`src/rtl/pve_pkg.sv`:
```
package pve_pkg;

  localparam int PI_Q       = 3294199;
  localparam int TWO_PI_Q   = 6588398;
  localparam int RATE_RESET = 100;

  localparam int MUL_A_W = 34;
  localparam int MUL_B_W = 17;
  localparam int PROD_W  = MUL_A_W + MUL_B_W;

  localparam logic signed [MUL_B_W-1:0] COEF_OLD = 17'sd45875;
  localparam logic signed [MUL_B_W-1:0] COEF_RAW = 17'sd19661;

  localparam logic signed [PROD_W-1:0] FILT_ROUND = 51'sd32768;
  localparam logic signed [PROD_W-1:0] YAW_ROUND  = 51'sd8;
  localparam int FILT_SHIFT = 16;
  localparam int YAW_SHIFT  = 4;

  localparam logic signed [MUL_A_W-1:0] DIFF_MAX = 34'sd4294967296;
  localparam logic signed [MUL_A_W-1:0] DIFF_MIN = -34'sd4294967296;

  localparam logic [1:0] CH_X   = 2'd0;
  localparam logic [1:0] CH_Y   = 2'd1;
  localparam logic [1:0] CH_YAW = 2'd2;

  typedef enum logic [6:0] {
    S_IDLE = 7'b0000001,
    S_WRAP = 7'b0000010,
    S_MRAW = 7'b0000100,
    S_MOLD = 7'b0001000,
    S_MNEW = 7'b0010000,
    S_ACC  = 7'b0100000,
    S_DONE = 7'b1000000
  } state_e;

  function automatic logic signed [31:0] sat32(input logic signed [PROD_W-1:0] v);
    logic signed [PROD_W-1:0] hi;
    logic signed [PROD_W-1:0] lo;
    hi = PROD_W'(64'sd2147483647);
    lo = -PROD_W'(64'sd2147483648);
    if (v > hi) begin
      sat32 = 32'sh7fffffff;
    end else if (v < lo) begin
      sat32 = 32'sh80000000;
    end else begin
      sat32 = v[31:0];
    end
  endfunction

endpackage

```
`src/rtl/pose_velocity_estimator.sv`:
```
// pose velocity estimator
// input channel: pos_x_i, pos_y_i, heading_i with in_valid_i / in_stall_o; one item
// per pose sample. output channel: vel_x_o, vel_y_o, yaw_rate_o with out_valid_o /
// out_stall_i; exactly one result item per input item, in order.
// sample_rate_hz is written through cfg_we_i / cfg_data_i; the user must write it
// only while the block is idle: the block itself does not enforce this. each item
// runs through one shared 34x17 multiplier: for x, y and heading in turn the
// difference times the rate, then the old filtered rate times its coefficient, then
// the raw rate times its coefficient, then a round and saturate step. before that
// the heading difference is wrapped by a shift and compare-subtract reduction of
// K+2 steps, K = max(ANGLE_WIDTH-22, 0). a new item is accepted only once the
// sequencer has finished the previous one and is back in idle.
// the output register holds the last result; a new item may be accepted while it
// waits, but the next result stays in the block until the receiver drops its stall.
// reset clears the previous pose and the filtered rates to zero and the rate to 100;
// the first item after reset is differenced against a zero pose.
module pose_velocity_estimator
  import pve_pkg::*;
#(
  parameter int POS_WIDTH   = 32,
  parameter int ANGLE_WIDTH = 24
) (
  input  logic                          clk_i,
  input  logic                          rst_ni,
  input  logic                          cfg_we_i,
  input  logic [15:0]                   cfg_data_i,
  input  logic                          in_valid_i,
  output logic                          in_stall_o,
  input  logic signed [POS_WIDTH-1:0]   pos_x_i,
  input  logic signed [POS_WIDTH-1:0]   pos_y_i,
  input  logic signed [ANGLE_WIDTH-1:0] heading_i,
  output logic                          out_valid_o,
  input  logic                          out_stall_i,
  output logic signed [31:0]            vel_x_o,
  output logic signed [31:0]            vel_y_o,
  output logic signed [31:0]            yaw_rate_o
);

  localparam int K      = (ANGLE_WIDTH > 22) ? ANGLE_WIDTH - 22 : 0;
  localparam int UW     = K + 25;
  localparam int UW1    = UW + 1;
  localparam int WSTEPS = K + 2;
  localparam int SW     = $clog2(WSTEPS + 1);
  localparam int DW     = (POS_WIDTH + 1 > MUL_A_W) ? POS_WIDTH + 1 : MUL_A_W;

  localparam logic signed [DW-1:0]  CLAMP_HI = DW'(DIFF_MAX);
  localparam logic signed [DW-1:0]  CLAMP_LO = DW'(DIFF_MIN);
  localparam logic signed [UW1-1:0] WRAP_OFS = UW1'(TWO_PI_Q) << K;
  localparam logic [UW-1:0]         M_INIT   = UW'(TWO_PI_Q) << (K + 1);

  state_e state_q, state_d;

  logic [15:0]                   rate_q;
  logic signed [POS_WIDTH-1:0]   last_x_q;
  logic signed [POS_WIDTH-1:0]   last_y_q;
  logic signed [ANGLE_WIDTH-1:0] last_h_q;
  logic signed [31:0]            filt_q [3];
  logic [1:0]                    ch_q;
  logic [SW-1:0]                 step_q;
  logic                          out_valid_q;

  logic signed [MUL_A_W-1:0] dx_q, dy_q;
  logic [UW-1:0]             r_q, m_q;
  logic signed [PROD_W-1:0]  p_q, acc_q;
  logic signed [31:0]        raw_q;
  logic signed [31:0]        vel_x_q, vel_y_q, yaw_q;

  logic                      in_acc;
  logic                      out_free;
  logic signed [DW-1:0]      dx_full, dy_full;
  logic signed [MUL_A_W-1:0] dx_clamp, dy_clamp;
  logic signed [UW1-1:0]     h_sum;
  logic signed [23:0]        yaw_w;
  logic signed [MUL_A_W-1:0] mul_a;
  logic signed [MUL_B_W-1:0] mul_b;
  logic signed [PROD_W-1:0]  prod;
  logic signed [PROD_W-1:0]  yaw_sum;
  logic signed [PROD_W-1:0]  filt_sum;

  assign in_stall_o  = (state_q != S_IDLE);
  assign in_acc      = in_valid_i && !in_stall_o;
  assign out_free    = !out_valid_q || !out_stall_i;
  assign out_valid_o = out_valid_q;
  assign vel_x_o     = vel_x_q;
  assign vel_y_o     = vel_y_q;
  assign yaw_rate_o  = yaw_q;

  // position differences, clamped to +-2^32
  assign dx_full  = DW'(pos_x_i) - DW'(last_x_q);
  assign dy_full  = DW'(pos_y_i) - DW'(last_y_q);
  assign dx_clamp = (dx_full > CLAMP_HI) ? DIFF_MAX :
                    (dx_full < CLAMP_LO) ? DIFF_MIN : dx_full[MUL_A_W-1:0];
  assign dy_clamp = (dy_full > CLAMP_HI) ? DIFF_MAX :
                    (dy_full < CLAMP_LO) ? DIFF_MIN : dy_full[MUL_A_W-1:0];

  // heading difference plus pi, offset by a multiple of 2*pi so it is non-negative
  assign h_sum = UW1'(heading_i) - UW1'(last_h_q) + UW1'(PI_Q) + WRAP_OFS;
  assign yaw_w = signed'({1'b0, r_q[22:0]}) - 24'(PI_Q);

  always_comb begin
    mul_a = '0;
    mul_b = '0;
    case (state_q)
      S_MRAW: begin
        case (ch_q)
          CH_X:    mul_a = dx_q;
          CH_Y:    mul_a = dy_q;
          default: mul_a = MUL_A_W'(yaw_w);
        endcase
        mul_b = signed'({1'b0, rate_q});
      end
      S_MOLD: begin
        mul_a = MUL_A_W'(filt_q[ch_q]);
        mul_b = COEF_OLD;
      end
      S_MNEW: begin
        mul_a = MUL_A_W'(raw_q);
        mul_b = COEF_RAW;
      end
      default: begin
        mul_a = '0;
        mul_b = '0;
      end
    endcase
  end

  assign prod     = mul_a * mul_b;
  assign yaw_sum  = (p_q + YAW_ROUND) >>> YAW_SHIFT;
  assign filt_sum = (acc_q + p_q) >>> FILT_SHIFT;

  always_comb begin
    state_d = state_q;
    case (state_q)
      S_IDLE: if (in_acc) state_d = S_WRAP;
      S_WRAP: if (step_q == SW'(WSTEPS - 1)) state_d = S_MRAW;
      S_MRAW: state_d = S_MOLD;
      S_MOLD: state_d = S_MNEW;
      S_MNEW: state_d = S_ACC;
      S_ACC:  state_d = (ch_q == CH_YAW) ? S_DONE : S_MRAW;
      S_DONE: if (out_free) state_d = S_IDLE;
      default: state_d = S_IDLE;
    endcase
  end

  always_ff @(posedge clk_i or negedge rst_ni) begin
    if (!rst_ni) begin
      state_q     <= S_IDLE;
      rate_q      <= 16'(RATE_RESET);
      last_x_q    <= '0;
      last_y_q    <= '0;
      last_h_q    <= '0;
      ch_q        <= CH_X;
      step_q      <= '0;
      out_valid_q <= 1'b0;
      for (int i = 0; i < 3; i++) begin
        filt_q[i] <= '0;
      end
    end else begin
      state_q <= state_d;
      if (cfg_we_i) begin
        rate_q <= cfg_data_i;
      end
      if (in_acc) begin
        last_x_q <= pos_x_i;
        last_y_q <= pos_y_i;
        last_h_q <= heading_i;
        step_q   <= '0;
        ch_q     <= CH_X;
      end
      if (state_q == S_WRAP) begin
        step_q <= step_q + SW'(1);
      end
      if (state_q == S_ACC) begin
        filt_q[ch_q] <= sat32(filt_sum);
        if (ch_q != CH_YAW) begin
          ch_q <= ch_q + 2'd1;
        end
      end
      if (state_q == S_DONE && out_free) begin
        out_valid_q <= 1'b1;
      end else if (out_valid_q && !out_stall_i) begin
        out_valid_q <= 1'b0;
      end
    end
  end

  always_ff @(posedge clk_i) begin
    if (in_acc) begin
      dx_q <= dx_clamp;
      dy_q <= dy_clamp;
      r_q  <= h_sum[UW-1:0];
      m_q  <= M_INIT;
    end
    if (state_q == S_WRAP) begin
      if (r_q >= m_q) begin
        r_q <= r_q - m_q;
      end
      m_q <= m_q >> 1;
    end
    if (state_q == S_MRAW || state_q == S_MOLD || state_q == S_MNEW) begin
      p_q <= prod;
    end
    if (state_q == S_MOLD) begin
      raw_q <= (ch_q == CH_YAW) ? sat32(yaw_sum) : sat32(p_q);
    end
    if (state_q == S_MNEW) begin
      acc_q <= p_q + FILT_ROUND;
    end
    if (state_q == S_DONE && out_free) begin
      vel_x_q <= filt_q[CH_X];
      vel_y_q <= filt_q[CH_Y];
      yaw_q   <= filt_q[CH_YAW];
    end
  end

  a_accept_starts_wrap: assert property (@(posedge clk_i) disable iff (!rst_ni)
    in_acc |=> state_q == S_WRAP)
    else $error("accepted item did not start the heading wrap");

  a_wrap_in_range: assert property (@(posedge clk_i) disable iff (!rst_ni)
    (state_q == S_WRAP && step_q == SW'(WSTEPS - 1)) |=> r_q < UW'(TWO_PI_Q))
    else $error("wrapped heading not below 2*pi");

  a_result_from_done: assert property (@(posedge clk_i) disable iff (!rst_ni)
    $rose(out_valid_q) |-> $past(state_q) == S_DONE)
    else $error("result raised outside the done step");

  a_state_onehot: assert property (@(posedge clk_i) disable iff (!rst_ni)
    $onehot(state_q))
    else $error("sequencer state not one-hot");

  a_channel_range: assert property (@(posedge clk_i) disable iff (!rst_ni)
    ch_q != 2'd3)
    else $error("channel index out of range");

endmodule
```
`config.mk`:
```
export PLATFORM = sky130hd
export DESIGN_NAME = pose_velocity_estimator
export DESIGN_NICKNAME = d
export VERILOG_FILES = /design/src/rtl/pve_pkg.sv /design/src/rtl/pose_velocity_estimator.sv
export SDC_FILE = /design/constraint.sdc
export NUM_CORES = 2
export LEC_CHECK = 0
export BUFFER_PORTS_ARGS = -buffer_cell sky130_fd_sc_hd__buf_2
export CAP_MARGIN = 30
export CORE_MARGIN = 2
export CORE_UTILIZATION = 40
export DETAILED_ROUTE_END_ITERATION = 7
export HOLD_SLACK_MARGIN = 0.12
export PLACE_DENSITY = 0.59
export SETUP_SLACK_MARGIN = 0.3
export SKIP_CTS_REPAIR_TIMING = 1
export SLEW_MARGIN = 25
export SYNTH_ARGS = -nofsm -noshare
export SYNTH_HDL_FRONTEND = slang
export SYNTH_SLANG_ARGS = --single-unit
```
`constraint.sdc`:
```
create_clock -name clk_i -period 11.21 [get_ports clk_i]
set_input_delay 0.5605 -clock clk_i [delete_from_list [all_inputs] [get_ports clk_i]]
set_output_delay 0.5605 -clock clk_i [all_outputs]
set_load 0.01 [all_outputs]
```
# [After elaboration in Yosys (flattened, before gate mapping)]
# Index checks and enable logic that the tools add are counted.
[word_totals] out_inout_bits=98 ff_bits=564 wordCells=118 in_bits=109
[op_classes] eq_ne=15 n_bitwise=1 n_addsub=12 n_reduce_logical=16 n_mul=1 order_cmp=13 muxes=36
[ops] cell="two-way mux 32 bit" n=11
[ops] cell="case mux 34 bit (3 select lines)" n=1
[ops] cell="bitwise mux 96 bit" n=1
[ops] cell="two-way mux 27 bit" n=3
[ops] cell="> comparator 33 x 34 -> 1 bit, second input constant" n=2
[ops] cell="two-way mux 34 bit" n=2
[ops] cell="case mux 34 bit (2 select lines)" n=1
[ops] cell="< comparator 33 bit, second input constant" n=2
[ops] cell="subtractor 32 x 32 -> 33 bit" n=2
[ops] cell="binary-select mux 32 bit (select 2 bit)" n=1
[ops] cell="demux 32 bit (select 2 bit)" n=1
[ops] cell="adder 51 x 17 -> 51 bit, second input constant" n=1
[ops] cell="adder 51 x 5 -> 51 bit, second input constant" n=1
[ops] cell="adder 51 bit" n=1
[ops] cell="> comparator 51 x 32 -> 1 bit, second input constant" n=1
[ops] cell="< comparator 51 x 32 -> 1 bit, second input constant" n=1
[ops] cell="multiplier 34 x 17 -> 51 bit" n=1
[ops] cell="case mux 7 bit (7 select lines)" n=1
[ops] cell="case mux 16 bit (3 select lines)" n=1
[ops] cell="> comparator 47 x 32 -> 1 bit, second input constant" n=1
[ops] cell="< comparator 47 x 32 -> 1 bit, second input constant" n=1
[ops] cell="> comparator 35 x 32 -> 1 bit, second input constant" n=1
[ops] cell="< comparator 35 x 32 -> 1 bit, second input constant" n=1
[ops] cell="two-way mux 7 bit" n=4
[ops] cell="35 further kinds" n=51

# [Depth between registers and ports, before layout]
[depth] word_depth=6 mapped_depth=37 depth_no_buf=35

# [Worst setup path before layout]
# No wires, ideal clock.
[synth_path] kind="register -> register" startpoint="reg state_q[5]" endpoint="reg p_q[49], data pin" slack_ns=1.458 synth_period_minus_slack_ns=9.752 arrival_ns=9.487 n_path_buf=4 stages_incl_launch_ff=31 required_ns=10.945 setup_ns=0.265 path_cell_list="dfrtp_1 -> or3_1 -> nor3_1 -> and3b_1 -> clkbuf_1 -> clkbuf_1 -> clkbuf_1 -> a21o_1 -> clkbuf_1 -> nand2_1 -> fa_1 -> inv_1 -> fa_1 -> fa_1 -> fa_1 -> fa_1 -> inv_1 -> fa_1 -> inv_1 -> ha_1 -> a21o_1 -> a21o_1 -> or3_1 -> a211oi_1 -> o311ai_0 -> a21boi_0 -> o31a_1 -> o21ai_0 -> a21boi_0 -> o21ai_0 -> xor2_1"
[synth_via] elab_chain_cells=3 elab_cells_between_ends=6 cone_classes="mul: 1; eq/ne: 3; mux: 2"
[synth_rtl] element="start: declaration" line="pose_velocity_estimator.sv:51" text="state_e state_q, state_d;"
[synth_rtl] element="start signal: assignment" line="pose_velocity_estimator.sv:159" text="state_q <= state_d;"
[synth_rtl] element="== test 7 x 5 -> 1 bit, or another cell as far along" line="pose_velocity_estimator.sv:103" text="case (state_q)"
[synth_rtl] element="case mux 34 bit (3 select lines) or case mux 16 bit (3 select lines) (tied branches)" line="pose_velocity_estimator.sv:103"
[synth_rtl] element="multiplier 34 x 17 -> 51 bit *" line="pose_velocity_estimator.sv:127" text="assign prod = mul_a * mul_b;"
[synth_rtl] element="net prod[49]" line="pose_velocity_estimator.sv:76" text="logic signed [PROD_W-1:0] prod;"
[synth_rtl] element="end signal: assignment" line="pose_velocity_estimator.sv:201" text="p_q <= prod;"
[synth_rtl] element="end: declaration" line="pose_velocity_estimator.sv:64" text="logic signed [PROD_W-1:0] p_q, acc_q;"
# The timed path passes the listed nets; every way through them passes the cells marked *.
# A chain may end at the register's enable or synchronous reset.

# [Final worst setup path]
[layout_path] startpoint="reg state_q[1]" endpoint="reg p_q[49], data pin"
# The elaborated chain is that of the path after synthesis.

==> summary.md <==
| Metric | Value |
|---|---|
| Clock Skew | between 0.04 and 0.05 ns |
| Buffer depth of the longest clock path | 3 |
| Clock buffers created by TritonCTS | 67 |
| Die Y | between 300 and 400 µm |
| Fin worst setup slack | 1.15 ns |
| Via count of the first global-routing pass | around 38000 |
| Element type at the critical path end | register |
| Flip-flop and latch count after synthesis | roughly 560 |
| Fraction of the mapped netlist area in adder cells | approximately 29% |
| Worst path arrival time | about 10 ns |
| Main synth FF type | sky130_fd_sc_hd__edfxtp_1 |
| Vias | ~38000 |
| Detailed placement HPWL | 114 mm |
| Std-Cell Core Area | 124000 µm² |
| Cell repeated most along the worst path | sky130_fd_sc_hd__fa_1 |
| Clk sink count | around 560 |
| Part of the total power dissipated in sequential elements | approximately a third |
| Placed instance count | around 7000 |
| Number of flops mapped to enable cells by yosys | 322 |
| Fmax | 0.0994 GHz |
| Crit share post-route | 89.7% |
| Skew-Pair Late Insertion Delay | 0.65 ns |
| Synthesis-to-layout area growth | 10.5% |
| Mean number of vias per cell | ~5.3 |
| Number of design-rule violations left by the first detailed-router iteration | 3150 |
| Core utilization of the finished layout | 44.7% |
| Tightest slew margin relative to the limit | a little under a third |
| Combinational cell fraction of total power | 39.1% |
| Wire per inst | 20.3 µm |
| Minimum setup slack after placement | 1.22 ns |
| Layout cells sized above 1 | 8.52% |
| Unrepaired setup endpoints after global routing | false |
| Status | finished clean |
| Sw Share | approximately 38% |
| Number of antenna violations at the first check in global routing | 0 |
| Switching pwr | about 0.0033 W |
| Yosys top cell by area | sky130_fd_sc_hd__fa_1 |
| Peak fanout along the critical path | 23 |
| Fraction of synthesized cell area in xor and xnor cells | between 4 and 5% |
| Largest net degree at the start of global routing | 120 |
| Setup TNS after final layout | 0 ns |
| Kind of launch point of the worst setup path | register |
| Category of cells accounting for the largest share of critical-path delay | compound AO/OA/AOI/OAI gates |
| Final net count | around 6400 |
| Effective utilization at floorplan | between 40% and 50% |
| Row count | around 130 |
| H-tree depth reported by CTS | 3 |
| Critical path class | reg -> reg |
| # IOs | roughly 210 |
| Die area | 128000 µm² |
| Top post-synthesis cells by count | sky130_fd_sc_hd__inv_1 (833), sky130_fd_sc_hd__nand2_1 (681), sky130_fd_sc_hd__fa_1 (521) |
| Post-Synth Simple-Gate Area | around 13% |
| Compound-Gate Fraction of Synth Area | 12.3% |
| Number of buffers inserted by port buffering | a little over 200 |
| Largest stage delay, worst path | around 0.76 ns |
| Wire length of the first global-routing pass | around 230 mm |
| Overall Global Routing Usage | between 20% and 30% |
| Routability-driven placement congestion ratio | roughly 0.92 |
| Total count of max-transition violations in the final report | 0 |
| Async set or reset register ratio after synthesis | between 30 and 40% |
| Post-detailed-placement cell area | 53000 µm² |
| Total of warnings raised by yosys | 0 |
| Cell area after synthesis | about 50000 µm² |
| Max VDD drop | 0.155 mV |
| Biggest area contributors in the synthesized netlist | sky130_fd_sc_hd__fa_1 (21%), sky130_fd_sc_hd__edfxtp_1 (19%), sky130_fd_sc_hd__dfrtp_1 (10%) |
| Pint | about 0.0054 W |
| Leakage Power | 24.8 nW |
| Finished layout cell area | 55400 µm² |
| Final Critical Period | between 10 and 15 ns |
| Die extent in x | roughly 360 µm |
| Data required time at the worst endpoint | between 10 and 15 ns |
| Post-synthesis area per instance | around 9.4 µm² |
| Flop-to-flop setup slack | around 1.2 ns |
| Number of buffers and inverters on the critical path | 4 |
| Slowest cell on crit path | sky130_fd_sc_hd__or3b_2 |
| Final Routed Wirelength | 145 mm |
| Nets in the synthesized netlist | roughly 6300 |
| Actual transition at the worst max-transition pin | just over 1 ns |
| Clock-pin slew of the registers on the worst-case setup and hold paths | 0.06 ns |
| Setup Viol. Count Final | 0 |
| Dominant cell by count in the synthesized netlist | sky130_fd_sc_hd__inv_1 |
| Number of standard cells after synthesis | approximately 5300 |
| Number of antenna cells inserted | 0 |
| Max-Cap Viols | 0 |
| Portion of netlist area occupied by mux cells | roughly 1.8% |
| Largest family of logic cells by synthesized area | adder cells |
| Clock root cell | sky130_fd_sc_hd__clkbuf_16 |
| Remaining number of nets flagged by the antenna check after routing | 0 |
| Number of optimization iterations in the first detailed-route pass | 6 |
| Filler cell count in the final layout | 12000 |
| Share of Yosys cell area claimed by the top area cell type | around a fifth |
| Post-route non-filler standard cell count | between 7000 and 8000 |
| TritonCTS clock tree | done |
| Total congestion overflow after global routing | 0 |
| Power Dens Cells | about 160 nW/µm² |
| Portion of the post-synthesis area used by sequential elements | between 30% and 40% |
| Part of the total power dissipated in the clock network | 26.7% |
| Type of the most critical hold path | in -> reg |
| Count of final hold-check violations | 0 |
| Remaining design rule violation count | 0 |
| Unique masters post-synth | a little over 80 |
==> metal layers <==
metal / routed length (µm) / vias to the layer above / global-route usage (%)
met5: 0 / - / 0
met4: 3870 / 0 / 5.81
met3: 11500 / 216 / 4.78
met2: 62500 / 1288 / 34.8
met1: 67300 / 18600 / 33.5
li1: - / 17700 / -
==> registers in the layout (all words and copies together), names as in the netlist, 2 cells and up <==
name / cells
filt_q: 96
acc_q: 51
p_q: 51
dx_q: 33
dy_q: 33
last_x_q: 32
last_y_q: 32
raw_q: 32
vel_x_o: 32
vel_y_o: 32
yaw_rate_o: 32
r_q: 27
m_q: 26
last_h_q: 24
rate_q: 16
state_q: 7
step_q: 3
ch_q: 2
==> cell usage in the layout (no fill, tap or decap), types with 29 or more instances in the layout <==
master                      Yosys  final
sky130_fd_sc_hd__nor2b_1       74     72
sky130_fd_sc_hd__xor2_1        90     90
sky130_fd_sc_hd__xnor2_1      176    176
sky130_fd_sc_hd__edfxtp_1     322    322
sky130_fd_sc_hd__nor2_1       402    399
sky130_fd_sc_hd__fa_1         521    521
sky130_fd_sc_hd__and2_1        68     67
sky130_fd_sc_hd__and3_1        29     29
sky130_fd_sc_hd__a22oi_1       30     30
sky130_fd_sc_hd__nor3_1        50     49
sky130_fd_sc_hd__a211oi_1      55     55
sky130_fd_sc_hd__nand2_1      681    680
sky130_fd_sc_hd__nand3_1       74     74
sky130_fd_sc_hd__a21o_1       126    126
sky130_fd_sc_hd__clkbuf_16      0     69
sky130_fd_sc_hd__a21oi_1      330    326
sky130_fd_sc_hd__mux2i_1       58     58
sky130_fd_sc_hd__o21a_1        58     58
sky130_fd_sc_hd__nand4_1       37     37
sky130_fd_sc_hd__ha_1         314    314
sky130_fd_sc_hd__nand2b_1      29     29
sky130_fd_sc_hd__inv_1        833    831
sky130_fd_sc_hd__o21ai_0      244    232
sky130_fd_sc_hd__dfrtp_1      209    207
sky130_fd_sc_hd__buf_4          6     66
sky130_fd_sc_hd__buf_2         10    206
==> stage by stage <==
stage | power (W) | hold slack [ns]
after global routing | 0.00924 | 0.128
after detailed placement | 0.00634 | 0.456
final | 0.00866 | 0.141
after global placement | 0.00630 | 0.453
after CTS | 0.00870 | -0.0291
after floorplan | 0.00538 | 0.265
==> final timing paths <==
kind | start | to | depth (start not counted)
worst max-delay path | state_q[1] | p_q[49] | 28
worst min-delay path | heading_i[20] | last_h_q[20] | 3
worst max register to register | state_q[1] | p_q[49] | 28
worst min register to register | filt_q[51] | vel_y_o[19] | 0
max in group asynchronous | rst_ni | ch_q[1] | 4
min in group asynchronous | rst_ni | last_h_q[13] | 2
==> layout make-up <==
| type | instances | area (µm²) | share of cell area, % |
|---|---|---|---|
| sequential | 562 | 15500 | 28.1 |
| clock inverter | 37 | 480 | 0.867 |
| timing repair buffer | 281 | 1660 | 2.99 |
| multi-input combinational | 3713 | 30700 | 55.4 |
| inverter | 835 | 3140 | 5.66 |
| tap | 1637 | 2050 | 3.70 |
| clock buffer | 86 | 1860 | 3.36 |
==> power by group through the flow <==
stage                     combinational (W)  clock, W  sequential [W]
after detailed placement            0.00335         0         0.00299
after floorplan                     0.00249         0         0.00289
after global routing                0.00379   0.00245         0.00300
final                               0.00339   0.00232         0.00296
after global placement              0.00332         0         0.00298
after CTS                           0.00338   0.00237         0.00295
==> worst register-to-register path: cells and delay by family (launching register included) <==
kind | cells | cell delay (ns)
AOI/OAI and AO/OA | 10 | 3.37
xor gates and xnor gates | 1 | 0.15
adders and majority gates | 7 | 3.27
buffers and inverters | 4 | 0.36
DFF | 1 | 0.45
and+or+nand+nor | 6 | 2.21
==> kinds of logic after synthesis <==
kind of cell	Yosys count
and+or+nand+nor	1520
buffers and inverters	1062
AOI/OAI and AO/OA	1005
adders and majority gates	835
DFF	562
xor gates and xnor gates	267
muxes	86
(Power assumes the default switching activity.)
